[config.mk]
export PLATFORM = sky130hd
export DESIGN_NAME = circle_lattice_point_counter_top
export DESIGN_NICKNAME = d
export VERILOG_FILES = /design/src/rtl/core/clpc_pkg.sv /design/src/rtl/core/clpc_dp.sv /design/src/rtl/core/clpc_ctrl.sv /design/src/rtl/core/circle_lattice_point_counter_top.sv
export VERILOG_INCLUDE_DIRS = /design/src /design/src/rtl/core
export SDC_FILE = /design/constraint.sdc
export NUM_CORES = 2
export LEC_CHECK = 0
export BUFFER_PORTS_ARGS = -buffer_cell sky130_fd_sc_hd__buf_4
export CAP_MARGIN = 20
export CORE_MARGIN = 4
export CORE_UTILIZATION = 60
export CTS_BUF_LIST = sky130_fd_sc_hd__clkbuf_8
export DETAILED_ROUTE_END_ITERATION = 7
export PLACE_DENSITY = 0.79
export SYNTH_ARGS = -nofsm -noshare
export SYNTH_HDL_FRONTEND = slang
export SYNTH_HIERARCHICAL = 1
export SYNTH_SLANG_ARGS = --single-unit
[constraint.sdc]
create_clock -name clk -period 11.3 [get_ports clk]
set_clock_uncertainty 0.05 [all_clocks]
set_input_delay 0.565 -clock clk [delete_from_list [all_inputs] [get_ports clk]]
set_output_delay 0.565 -clock clk [all_outputs]
set_load 0.005 [all_outputs]
[src/rtl/core/circle_lattice_point_counter_top_assert.svh]
// ----------------------------------------------------------------------------
// Assertion macros for the circle lattice point counter
// Concurrent checks are written through these macros; they are empty in
// synthesis builds.
// ----------------------------------------------------------------------------
`ifndef CIRCLE_LATTICE_POINT_COUNTER_TOP_ASSERT_SVH
`define CIRCLE_LATTICE_POINT_COUNTER_TOP_ASSERT_SVH

`ifndef SYNTHESIS

// Same-cycle implication: when ante holds, cons must hold on the same edge.
`define CLPC_ASSERT_IMPL(name, clk, rst_n, ante, cons) \
  name: assert property (@(posedge clk) disable iff (!rst_n) (ante) |-> (cons)) \
    else $error("clpc: same-cycle check failed");

// Next-cycle implication: when ante holds, cons must hold at the next edge.
`define CLPC_ASSERT_NEXT(name, clk, rst_n, ante, cons) \
  name: assert property (@(posedge clk) disable iff (!rst_n) (ante) |=> (cons)) \
    else $error("clpc: next-cycle check failed");

`else

`define CLPC_ASSERT_IMPL(name, clk, rst_n, ante, cons)
`define CLPC_ASSERT_NEXT(name, clk, rst_n, ante, cons)

`endif

`endif

[src/rtl/core/clpc_pkg.sv]
// ----------------------------------------------------------------------------
// clpc_pkg - shared types and constants of the lattice point counter
// Field widths, division constants and the command and status bundles that
// join the controller to the datapath.
// ----------------------------------------------------------------------------
package clpc_pkg;

  localparam int CX_W        = 31;
  localparam int R_W         = 27;
  localparam int CNT_W       = 29;
  localparam int IN_TDATA_W  = 96;
  localparam int OUT_TDATA_W = 32;

  localparam int MUL_W  = 32;
  localparam int PROD_W = 64;
  localparam int SUM_W  = 34;
  localparam int SQ_W   = 54;
  localparam int ROOT_W = 27;
  localparam int Q_W    = 19;
  localparam int COL_W  = 15;
  localparam int DX_W   = 28;

  localparam logic [R_W-1:0]   RADIUS_MAX = 27'd100000000;
  localparam logic [MUL_W-1:0] UNIT_SCALE = 32'd10000;
  localparam logic [DX_W-1:0]  DX_STEP    = 28'd10000;
  // floor(u / 10000) == (u * DIV_MAGIC) >> DIV_SHIFT for every 32-bit u.
  localparam logic [MUL_W-1:0] DIV_MAGIC  = 32'd3518437209;
  localparam int               DIV_SHIFT  = 45;
  // 10000 * 2^18: lifts every signed dividend into the unsigned range.
  localparam logic [SUM_W-1:0] DIV_BIAS   = 34'd2621440000;
  localparam logic [SUM_W-1:0] CEIL_ADJ   = 34'd9999;
  localparam logic [SQ_W-1:0]  SQRT_BIT0  = {2'b01, {(SQ_W-2){1'b0}}};

  typedef enum logic [2:0] {
    OP_NONE  = 3'd0,
    OP_RR    = 3'd1,
    OP_CLO   = 3'd2,
    OP_CHI   = 3'd3,
    OP_SCALE = 3'd4,
    OP_DXDX  = 3'd5,
    OP_RHI   = 3'd6,
    OP_RLO   = 3'd7
  } clpc_op_t;

  typedef struct packed {
    logic     load;
    clpc_op_t op;
    logic     cap_r2;
    logic     cap_qlo;
    logic     cap_ncol;
    logic     cap_dx;
    logic     sq_init;
    logic     sq_step;
    logic     cap_qhi;
    logic     row_acc;
    logic     col_step;
    logic     out_load;
  } clpc_cmd_t;

  typedef struct packed {
    logic ncol_zero;
    logic sq_neg;
    logic sq_last;
    logic col_last;
  } clpc_sts_t;

endpackage

[src/rtl/core/clpc_dp.sv]
// ----------------------------------------------------------------------------
// clpc_dp - datapath of the lattice point counter
// Shared pipelined multiplier, bit-serial square root, column walk and the
// point count accumulator.
// ----------------------------------------------------------------------------
module clpc_dp
  import clpc_pkg::*;
(
  input  logic                    clk,
  input  logic                    rst_n,
  input  logic signed [CX_W-1:0]  center_x,
  input  logic signed [CX_W-1:0]  center_y,
  input  logic        [R_W-1:0]   radius,
  input  clpc_cmd_t               cmd,
  output clpc_sts_t               sts,
  output logic        [CNT_W-1:0] point_count
);

  `include "circle_lattice_point_counter_top_assert.svh"

  logic [CX_W-1:0]   cx_r;
  logic [SUM_W-1:0]  cyb_r;
  logic [R_W-1:0]    r_r;
  logic [MUL_W-1:0]  a_r, a_nxt;
  logic [MUL_W-1:0]  b_r, b_nxt;
  logic [PROD_W-1:0] prod_r;
  logic [SQ_W-1:0]   r2_r;
  logic [Q_W-1:0]    qlo_r;
  logic [Q_W-1:0]    qhi_r;
  logic [COL_W-1:0]  ncol_r;
  logic [DX_W-1:0]   dx_r;
  logic [SQ_W-1:0]   rem_r;
  logic [SQ_W-1:0]   root_r;
  logic [SQ_W-1:0]   bit_r;
  logic [CNT_W-1:0]  count_r;
  logic [CNT_W-1:0]  out_r;

  logic [R_W-1:0]    r_sat;
  logic [SUM_W-1:0]  cx_s, r_z, t_z;
  logic [SUM_W-1:0]  sum_clo, sum_chi, sum_rhi, sum_rlo, dx_full;
  logic [Q_W-1:0]    q_prod;
  logic [DX_W-1:0]   dx_neg;
  logic [R_W-1:0]    dx_abs;
  logic [SQ_W:0]     sq_diff;
  logic [SQ_W:0]     trial;
  logic              trial_ok;

  assign r_sat  = (radius > RADIUS_MAX) ? RADIUS_MAX : radius;
  assign cx_s   = {{(SUM_W-CX_W){cx_r[CX_W-1]}}, cx_r};
  assign r_z    = {{(SUM_W-R_W){1'b0}}, r_r};
  assign t_z    = {{(SUM_W-ROOT_W){1'b0}}, root_r[ROOT_W-1:0]};

  // Biased dividends; ceiling divisions add 9999 ahead of the floor.
  assign sum_clo = cx_s - r_z + CEIL_ADJ + DIV_BIAS;
  assign sum_chi = cx_s + r_z + DIV_BIAS;
  assign sum_rhi = cyb_r + t_z;
  assign sum_rlo = cyb_r + CEIL_ADJ - t_z;

  assign q_prod  = prod_r[PROD_W-1:DIV_SHIFT];
  assign dx_full = {{(SUM_W-MUL_W){1'b0}}, prod_r[MUL_W-1:0]} - DIV_BIAS - cx_s;
  assign dx_neg  = -dx_r;
  assign dx_abs  = dx_r[DX_W-1] ? dx_neg[R_W-1:0] : dx_r[R_W-1:0];

  assign sq_diff  = {1'b0, r2_r} - {1'b0, prod_r[SQ_W-1:0]};
  assign trial    = {1'b0, root_r} + {1'b0, bit_r};
  assign trial_ok = ({1'b0, rem_r} >= trial);

  always_comb begin
    a_nxt = a_r;
    b_nxt = b_r;
    case (cmd.op)
      OP_RR: begin
        a_nxt = {{(MUL_W-R_W){1'b0}}, r_r};
        b_nxt = {{(MUL_W-R_W){1'b0}}, r_r};
      end
      OP_CLO: begin
        a_nxt = sum_clo[MUL_W-1:0];
        b_nxt = DIV_MAGIC;
      end
      OP_CHI: begin
        a_nxt = sum_chi[MUL_W-1:0];
        b_nxt = DIV_MAGIC;
      end
      OP_SCALE: begin
        a_nxt = {{(MUL_W-Q_W){1'b0}}, qlo_r};
        b_nxt = UNIT_SCALE;
      end
      OP_DXDX: begin
        a_nxt = {{(MUL_W-R_W){1'b0}}, dx_abs};
        b_nxt = {{(MUL_W-R_W){1'b0}}, dx_abs};
      end
      OP_RHI: begin
        a_nxt = sum_rhi[MUL_W-1:0];
        b_nxt = DIV_MAGIC;
      end
      OP_RLO: begin
        a_nxt = sum_rlo[MUL_W-1:0];
        b_nxt = DIV_MAGIC;
      end
      default: begin
        a_nxt = a_r;
        b_nxt = b_r;
      end
    endcase
  end

  always_ff @(posedge clk) begin
    a_r    <= a_nxt;
    b_r    <= b_nxt;
    prod_r <= {{(PROD_W-MUL_W){1'b0}}, a_r} * {{(PROD_W-MUL_W){1'b0}}, b_r};

    if (cmd.load) begin
      cx_r    <= center_x;
      cyb_r   <= {{(SUM_W-CX_W){center_y[CX_W-1]}}, center_y} + DIV_BIAS;
      r_r     <= r_sat;
      count_r <= '0;
    end
    if (cmd.cap_r2) begin
      r2_r <= prod_r[SQ_W-1:0];
    end
    if (cmd.cap_qlo) begin
      qlo_r <= q_prod;
    end
    if (cmd.cap_ncol) begin
      if (q_prod >= qlo_r) begin
        ncol_r <= COL_W'(q_prod - qlo_r) + COL_W'(1);
      end else begin
        ncol_r <= '0;
      end
    end
    if (cmd.cap_dx) begin
      dx_r <= dx_full[DX_W-1:0];
    end
    if (cmd.sq_init) begin
      rem_r  <= sq_diff[SQ_W-1:0];
      root_r <= '0;
      bit_r  <= SQRT_BIT0;
    end
    if (cmd.sq_step) begin
      if (trial_ok) begin
        rem_r  <= rem_r - trial[SQ_W-1:0];
        root_r <= (root_r >> 1) + bit_r;
      end else begin
        root_r <= root_r >> 1;
      end
      bit_r <= bit_r >> 2;
    end
    if (cmd.cap_qhi) begin
      qhi_r <= q_prod;
    end
    if (cmd.row_acc && (qhi_r >= q_prod)) begin
      count_r <= count_r + CNT_W'(qhi_r - q_prod) + CNT_W'(1);
    end
    if (cmd.col_step) begin
      dx_r   <= dx_r + DX_STEP;
      ncol_r <= ncol_r - COL_W'(1);
    end
    if (cmd.out_load) begin
      out_r <= count_r;
    end
  end

  assign sts.ncol_zero = (ncol_r == '0);
  assign sts.sq_neg    = sq_diff[SQ_W];
  assign sts.sq_last   = bit_r[0];
  assign sts.col_last  = (ncol_r == COL_W'(1));
  assign point_count   = out_r;

  `CLPC_ASSERT_IMPL(a_col_left, clk, rst_n, cmd.op == OP_DXDX, ncol_r != '0)
  `CLPC_ASSERT_IMPL(a_dx_in_circle, clk, rst_n, cmd.op == OP_DXDX, dx_abs <= r_r)
  `CLPC_ASSERT_IMPL(a_sqrt_bit, clk, rst_n, cmd.sq_step, $onehot(bit_r))
  `CLPC_ASSERT_NEXT(a_count_clear, clk, rst_n, cmd.load, count_r == '0)

endmodule

[src/rtl/core/clpc_ctrl.sv]
// ----------------------------------------------------------------------------
// clpc_ctrl - sequencer of the lattice point counter
// One-hot state machine that issues datapath commands, walks the columns
// and owns both stream handshakes.
// ----------------------------------------------------------------------------
module clpc_ctrl
  import clpc_pkg::*;
(
  input  logic      clk,
  input  logic      rst_n,
  input  logic      in_tvalid,
  output logic      in_tready,
  output logic      out_tvalid,
  input  logic      out_tready,
  input  clpc_sts_t sts,
  output clpc_cmd_t cmd
);

  typedef enum logic [16:0] {
    ST_IDLE   = 17'h00001,
    ST_R2     = 17'h00002,
    ST_CLO    = 17'h00004,
    ST_CHI    = 17'h00008,
    ST_W1     = 17'h00010,
    ST_W2     = 17'h00020,
    ST_W3     = 17'h00040,
    ST_W4     = 17'h00080,
    ST_COL    = 17'h00100,
    ST_CW1    = 17'h00200,
    ST_CW2    = 17'h00400,
    ST_SQRT   = 17'h00800,
    ST_ROWS   = 17'h01000,
    ST_ROWL   = 17'h02000,
    ST_RW1    = 17'h04000,
    ST_RW2    = 17'h08000,
    ST_FINISH = 17'h10000
  } clpc_state_t;

  clpc_state_t state_r, state_nxt;
  logic        out_tvalid_r, out_tvalid_nxt;
  logic        finish;

  always_comb begin
    state_nxt = state_r;
    cmd       = '0;
    cmd.op    = OP_NONE;
    finish    = 1'b0;
    case (state_r)
      ST_IDLE: begin
        if (in_tvalid) begin
          cmd.load  = 1'b1;
          state_nxt = ST_R2;
        end
      end
      ST_R2: begin
        cmd.op    = OP_RR;
        state_nxt = ST_CLO;
      end
      ST_CLO: begin
        cmd.op    = OP_CLO;
        state_nxt = ST_CHI;
      end
      ST_CHI: begin
        cmd.op     = OP_CHI;
        cmd.cap_r2 = 1'b1;
        state_nxt  = ST_W1;
      end
      ST_W1: begin
        cmd.cap_qlo = 1'b1;
        state_nxt   = ST_W2;
      end
      ST_W2: begin
        cmd.cap_ncol = 1'b1;
        cmd.op       = OP_SCALE;
        state_nxt    = ST_W3;
      end
      ST_W3: begin
        state_nxt = ST_W4;
      end
      ST_W4: begin
        cmd.cap_dx = 1'b1;
        state_nxt  = sts.ncol_zero ? ST_FINISH : ST_COL;
      end
      ST_COL: begin
        cmd.op    = OP_DXDX;
        state_nxt = ST_CW1;
      end
      ST_CW1: begin
        state_nxt = ST_CW2;
      end
      ST_CW2: begin
        if (sts.sq_neg) begin
          // Column lies outside the circle: it adds nothing.
          cmd.col_step = 1'b1;
          state_nxt    = sts.col_last ? ST_FINISH : ST_COL;
        end else begin
          cmd.sq_init = 1'b1;
          state_nxt   = ST_SQRT;
        end
      end
      ST_SQRT: begin
        cmd.sq_step = 1'b1;
        if (sts.sq_last) begin
          state_nxt = ST_ROWS;
        end
      end
      ST_ROWS: begin
        cmd.op    = OP_RHI;
        state_nxt = ST_ROWL;
      end
      ST_ROWL: begin
        cmd.op    = OP_RLO;
        state_nxt = ST_RW1;
      end
      ST_RW1: begin
        cmd.cap_qhi = 1'b1;
        state_nxt   = ST_RW2;
      end
      ST_RW2: begin
        cmd.row_acc  = 1'b1;
        cmd.col_step = 1'b1;
        state_nxt    = sts.col_last ? ST_FINISH : ST_COL;
      end
      ST_FINISH: begin
        if (!out_tvalid_r || out_tready) begin
          cmd.out_load = 1'b1;
          finish       = 1'b1;
          state_nxt    = ST_IDLE;
        end
      end
      default: begin
        state_nxt = ST_IDLE;
      end
    endcase
  end

  assign out_tvalid_nxt = finish | (out_tvalid_r & ~out_tready);

  always_ff @(posedge clk) begin
    if (!rst_n) begin
      state_r      <= ST_IDLE;
      out_tvalid_r <= 1'b0;
    end else begin
      state_r      <= state_nxt;
      out_tvalid_r <= out_tvalid_nxt;
    end
  end

  assign in_tready  = (state_r == ST_IDLE);
  assign out_tvalid = out_tvalid_r;

endmodule

[src/rtl/core/circle_lattice_point_counter_top.sv]
// ----------------------------------------------------------------------------
// circle_lattice_point_counter_top - integer points inside a circle
// Counts the integer grid points inside or on a circle whose center and
// radius are given in fixed point scaled by 10000.
// ----------------------------------------------------------------------------
//
//   Channel   Direction   Handshake           Contents of one request
//   in_       slave       in_tvalid/tready    center_x, center_y, radius
//   out_      master      out_tvalid/tready   point_count
//
// One circle is processed at a time. A request runs from acceptance to the
// result register through a setup phase and then one pass per integer
// column the circle spans (up to 20001 columns). Each column pass is set
// by the 27-step bit-serial square root plus the shared multiplier's
// operand and product registers for the squared offset and the two row
// divisions. Reset is synchronous and active low; it clears the
// sequencer and the result valid flag. A finished result waits in its output
// register, and the next circle is accepted while it waits; only the
// following result stalls until out_tready takes the pending one.
//
// Columns run from ceil((X-R)/10000) to floor((X+R)/10000). For every column
// the exact floor square root of R*R - dx*dx gives the half chord, and the
// rows between the ceiling and floor divisions of Y -/+ that half chord are
// added to the count. Divisions by 10000 are done as a multiply by a
// reciprocal on a biased, always positive dividend, so both signs of the
// center are handled without a divider. A radius above 100000000 is clamped
// to that value.
//
module circle_lattice_point_counter_top
  import clpc_pkg::*;
(
  input  logic                   clk,
  input  logic                   rst_n,
  input  logic                   in_tvalid,
  output logic                   in_tready,
  // [30:0] center_x, [61:31] center_y, [88:62] radius, [95:89] zero
  input  logic [IN_TDATA_W-1:0]  in_tdata,
  output logic                   out_tvalid,
  input  logic                   out_tready,
  // [28:0] point_count, [31:29] zero
  output logic [OUT_TDATA_W-1:0] out_tdata
);

  clpc_cmd_t         cmd;
  clpc_sts_t         sts;
  logic [CNT_W-1:0]  point_count;

  // The sequencer owns both handshakes; the datapath only follows commands.
  clpc_ctrl u_ctrl (
    .clk        (clk),
    .rst_n      (rst_n),
    .in_tvalid  (in_tvalid),
    .in_tready  (in_tready),
    .out_tvalid (out_tvalid),
    .out_tready (out_tready),
    .sts        (sts),
    .cmd        (cmd)
  );

  // Request fields are captured by the datapath on the accepting edge.
  clpc_dp u_dp (
    .clk         (clk),
    .rst_n       (rst_n),
    .center_x    (in_tdata[CX_W-1:0]),
    .center_y    (in_tdata[2*CX_W-1:CX_W]),
    .radius      (in_tdata[2*CX_W+R_W-1:2*CX_W]),
    .cmd         (cmd),
    .sts         (sts),
    .point_count (point_count)
  );

  assign out_tdata = {{(OUT_TDATA_W-CNT_W){1'b0}}, point_count};

endmodule
==> reports/qor.csv <==
stage;metric;value;unit
run_status;outcome;finished, final reports clean;
setup_path;CP Capture Type;register;
grt;antenna violations before repair;8;
sta;fin crit share;78.3;%
grt;grt ovf;0;
logic_synthesis;Main synth FF type;edfxtp_1;
setup_path;R2R depth;26;
setup_path;Crit Path Class;register to register;
detailed_routing;Vias per Instance;6.03;
sta;crit path time final;8.85;ns
place;PortBufs;123;
final_layout;final non-filler cell total;9937;
floorplanning;num ports;134;
logic_synthesis;Synth area leader;fa_1;
floorplanning;Initial Util;60.6;%
final_layout;area of the multi-input gates;53600;um2
detailed_routing;via count;59931;
min_path;Hold EP;u_dp/r_r[11];
setup_path;Worst Path Buf+Inv;4;
run;Max Cap Viol;0;
final_layout;fraction of layout cells with a size suffix above 1;5.45;%
sta;final hold violation count;0;
min_path;hold crit path type;input pin to register;
logic_synthesis;number of flops mapped to enable cells by yosys;423;
floorplanning;Die ar.;131000;um2
setup_path;crit-path max cell delay;1.11;ns
place;detailed placer's ending HPWL;172000;um
detailed_routing;wire per inst;21.9;um
grt;Tot GR Track Use;33.4;%
sta;endpoints failing setup;0;
setup_path;CP Launch Point;u_dp/b_r[4];
detailed_routing;Routed WL;218000;um
detailed_routing;Final ANT Viol Nets;0;
final_layout;layout net count;9987;
place;dpl cells;9683;
logic_synthesis;share of synthesized registers carrying an async set or reset;0;%
clock_tree;TritonCTS clock tree;done;
power_and_ir_drop;leakage power figure;37.6;nW
floorplanning;FP Rows;129;
logic_synthesis;Yosys cell types;108;
sta;actual slew at the worst max-slew pin;1.15;ns
final_layout;area grow syn2layout;6.77;%
place;Placer Congestion;1.02;
clock_tree;cts repair resizes;0;
logic_synthesis;Synth Cell Area;75100;um2
setup_path;r2r startpoint;u_dp/b_r[4];
setup_path;CP Data Arrival Time;9.41;ns
floorplanning;core area;124000;um2
logic_synthesis;Synth area leaders;fa_1 (23%), edfxtp_1 (17%), ha_1 (14%), inv_1 (6.3%), and2_1 (5.0%);
floorplanning;Die W;362;um
min_path;Hold Path Stages;2;
logic_synthesis;sequential share of the synthesized area;20.6;%
clock_tree;CTS buffer count;98;
logic_synthesis;most frequent cell after synthesis;inv_1;
setup_path;Critical R2R Capture;u_dp/prod_r[62];
logic_synthesis;post-synthesis sequential element count;560;
clock_tree;CTS Root Cell;clkbuf_8;
clock_tree;clock-pin slew on the worst setup and hold paths;0.06;ns
clock_tree;clk_lat worst skew;0.76;ns
sta;worst rel slew slack;23.1;%
detailed_routing;1st-iter DRT viols;5923;
min_path;hold_sp;in_tdata[73];
logic_synthesis;fraction of synthesized cell area taken by the top area cell type;22.6;%
setup_path;kind of cell adding the most delay to the critical path;adder cells;
logic_synthesis;Post-Synthesis Cells;8169;
grt;vias in the first global route;61153;
detailed_routing;Post-route DRC;0;
power_and_ir_drop;Peak VDD IR;0.997;mV
grt;global-route wire length before repair;343000;um
sta;RSZ-0062 raised after global routing;false;
clock_tree;clock sink total;560;
setup_path;Critical Path RT;11.86;ns
clock_tree;CTS max path bufs;3;
setup_path;critical path fanouts, max;32;
detailed_routing;drt pass-1 iters;6;
sta;post-route setup TNS;0;ns
sta;fmax;113;MHz
sta;worst setup margin;2.45;ns
final_layout;fillcell total;9922;
setup_path;most used cell along the critical path;fa_1;
power_and_ir_drop;PD cells;272;nW/um2
grt;largest net degree at the start of global routing;96;
logic_synthesis;synth cell count leaders;inv_1 (1256), fa_1 (847), ha_1 (829);
logic_synthesis;Mean Syn Cell Area;9.19;um2
place;Post-Place Setup Slack;2.62;ns
sta;fin. max-slew vios;0;
logic_synthesis;warnings from Yosys;6;
floorplanning;Die Height;362;um
sta;worst hold slack;0.0791;ns
final_layout;Reg area;15400;um2
setup_path;flop-to-flop setup slack;2.45;ns
setup_path;CP Launch Type;register;
setup_path;slowest CP cell;edfxtp_1;
clock_tree;H-tree Lvls;3;
==> registers in the layout, summed over array words and instances (netlist names), 17 cells and up <==
name,count
u_dp/dx_r,28
u_ctrl/state_r,17
u_dp/root_r,54
u_dp/cx_r,31
u_dp/qlo_r,19
u_dp/rem_r,54
u_dp/bit_r,27
u_dp/qhi_r,19
u_dp/a_r,32
u_dp/count_r,29
u_dp/r_r,27
u_dp/cyb_r,32
u_dp/r2_r,54
u_dp/b_r,28
u_dp/point_count,29
u_dp/prod_r,64
==> worst max-delay path by stage <==
| stage | cells after the start | end |
|---|---|---|
| global placement | 26 | u_dp/prod_r[63] |
| CTS | 26 | u_dp/prod_r[63] |
| finish | 26 | u_dp/prod_r[62] |
| global route | 26 | u_dp/prod_r[62] |
| detailed placement | 26 | u_dp/prod_r[63] |
| floorplan | 27 | u_dp/prod_r[62] |
==> kinds of logic (layout without fill, tap and decap cells) <==
kind of cell / Yosys count / in the layout / share of synthesized area [%]
mux: 53 / 53 / 0.735
xor+xnor: 489 / 489 / 5.71
buf+inv: 1591 / 1710 / 8.07
flops: 560 / 560 / 20.6
compound gates: 1521 / 1521 / 13.2
fa+ha+maj: 1676 / 1676 / 36.4
simple gates: 2278 / 2278 / 15.3
other cells: 1 / 13 / 0.00500
==> worst reg2reg max path, cell delays in order, from the launching register on <==
cell	delay, ns
edfxtp_1	1.11
and2_1	0.29
fa_1	0.42
inv_1	0.08
fa_1	0.42
fa_1	0.49
fa_1	0.55
inv_1	0.05
fa_1	0.48
fa_1	0.51
fa_1	0.52
inv_1	0.07
fa_1	0.51
inv_1	0.06
ha_1	0.36
a21o_1	0.20
a21oi_1	0.19
o21bai_1	0.09
a21oi_1	0.15
o21ai_0	0.14
a31oi_1	0.33
o21ai_0	0.37
o21ai_1	0.47
o21ai_1	0.24
a221oi_1	0.32
o21bai_1	0.11
xor2_1	0.14
==> where the power goes <==
part           total (W)  switching [W]  internal, W
registers        0.00292       0.000262      0.00266
logic             0.0169         0.0105      0.00634
clock network    0.00199       0.000924      0.00107
==> stage by stage <==
| step | cell area [um2] | power, W | util [%] |
|---|---|---|---|
| after floorplan | 75100 | 0.0140 | - |
| after global placement | 77400 | 0.0191 | 62.5 |
| after detailed placement | 77400 | 0.0191 | 62.5 |
| after CTS | 80000 | 0.0215 | 64.6 |
| after global routing | 80100 | 0.0235 | 64.6 |
| final | 80200 | 0.0218 | 64.7 |
==> cell type report <==
type                            instances  share of cell area [%]
Multi-Input combinational cell       6020                    66.9
Inverter                             1258                    5.89
Tap cell                             1637                    2.56
Timing Repair Buffer                  273                    2.83
Clock inverter                         78                   0.773
Antenna cell                           10                  0.0312
Sequential cell                       560                    19.3
Clock buffer                          101                    1.73
==> cell usage in the layout (no fill, tap or decap), types with 278 or more instances in the layout <==
cell type and instances:
nand2_1 656, a21oi_1 423, ha_1 829, and2_1 603
xnor2_1 278, o21ai_0 304, fa_1 847, inv_1 1281
nor2_1 407, edfxtp_1 423
==> per-layer routing <==
metal  vias up  track usage, %  share of wire, %
met5         -               0             0.012
met4         4            13.7               4.8
met3       542            6.29               9.5
met2      2806            52.8                45
met1     29373            45.4                41
li1      27206               -                 -
==> what timing repair did <==
action,in CTS,in global routing
hold buffers,60,0
endpoints found under the setup margin,0,0
hold endpoints to repair,60,0
setup buffers,0,0
Power figures use the tool's default switching activity.
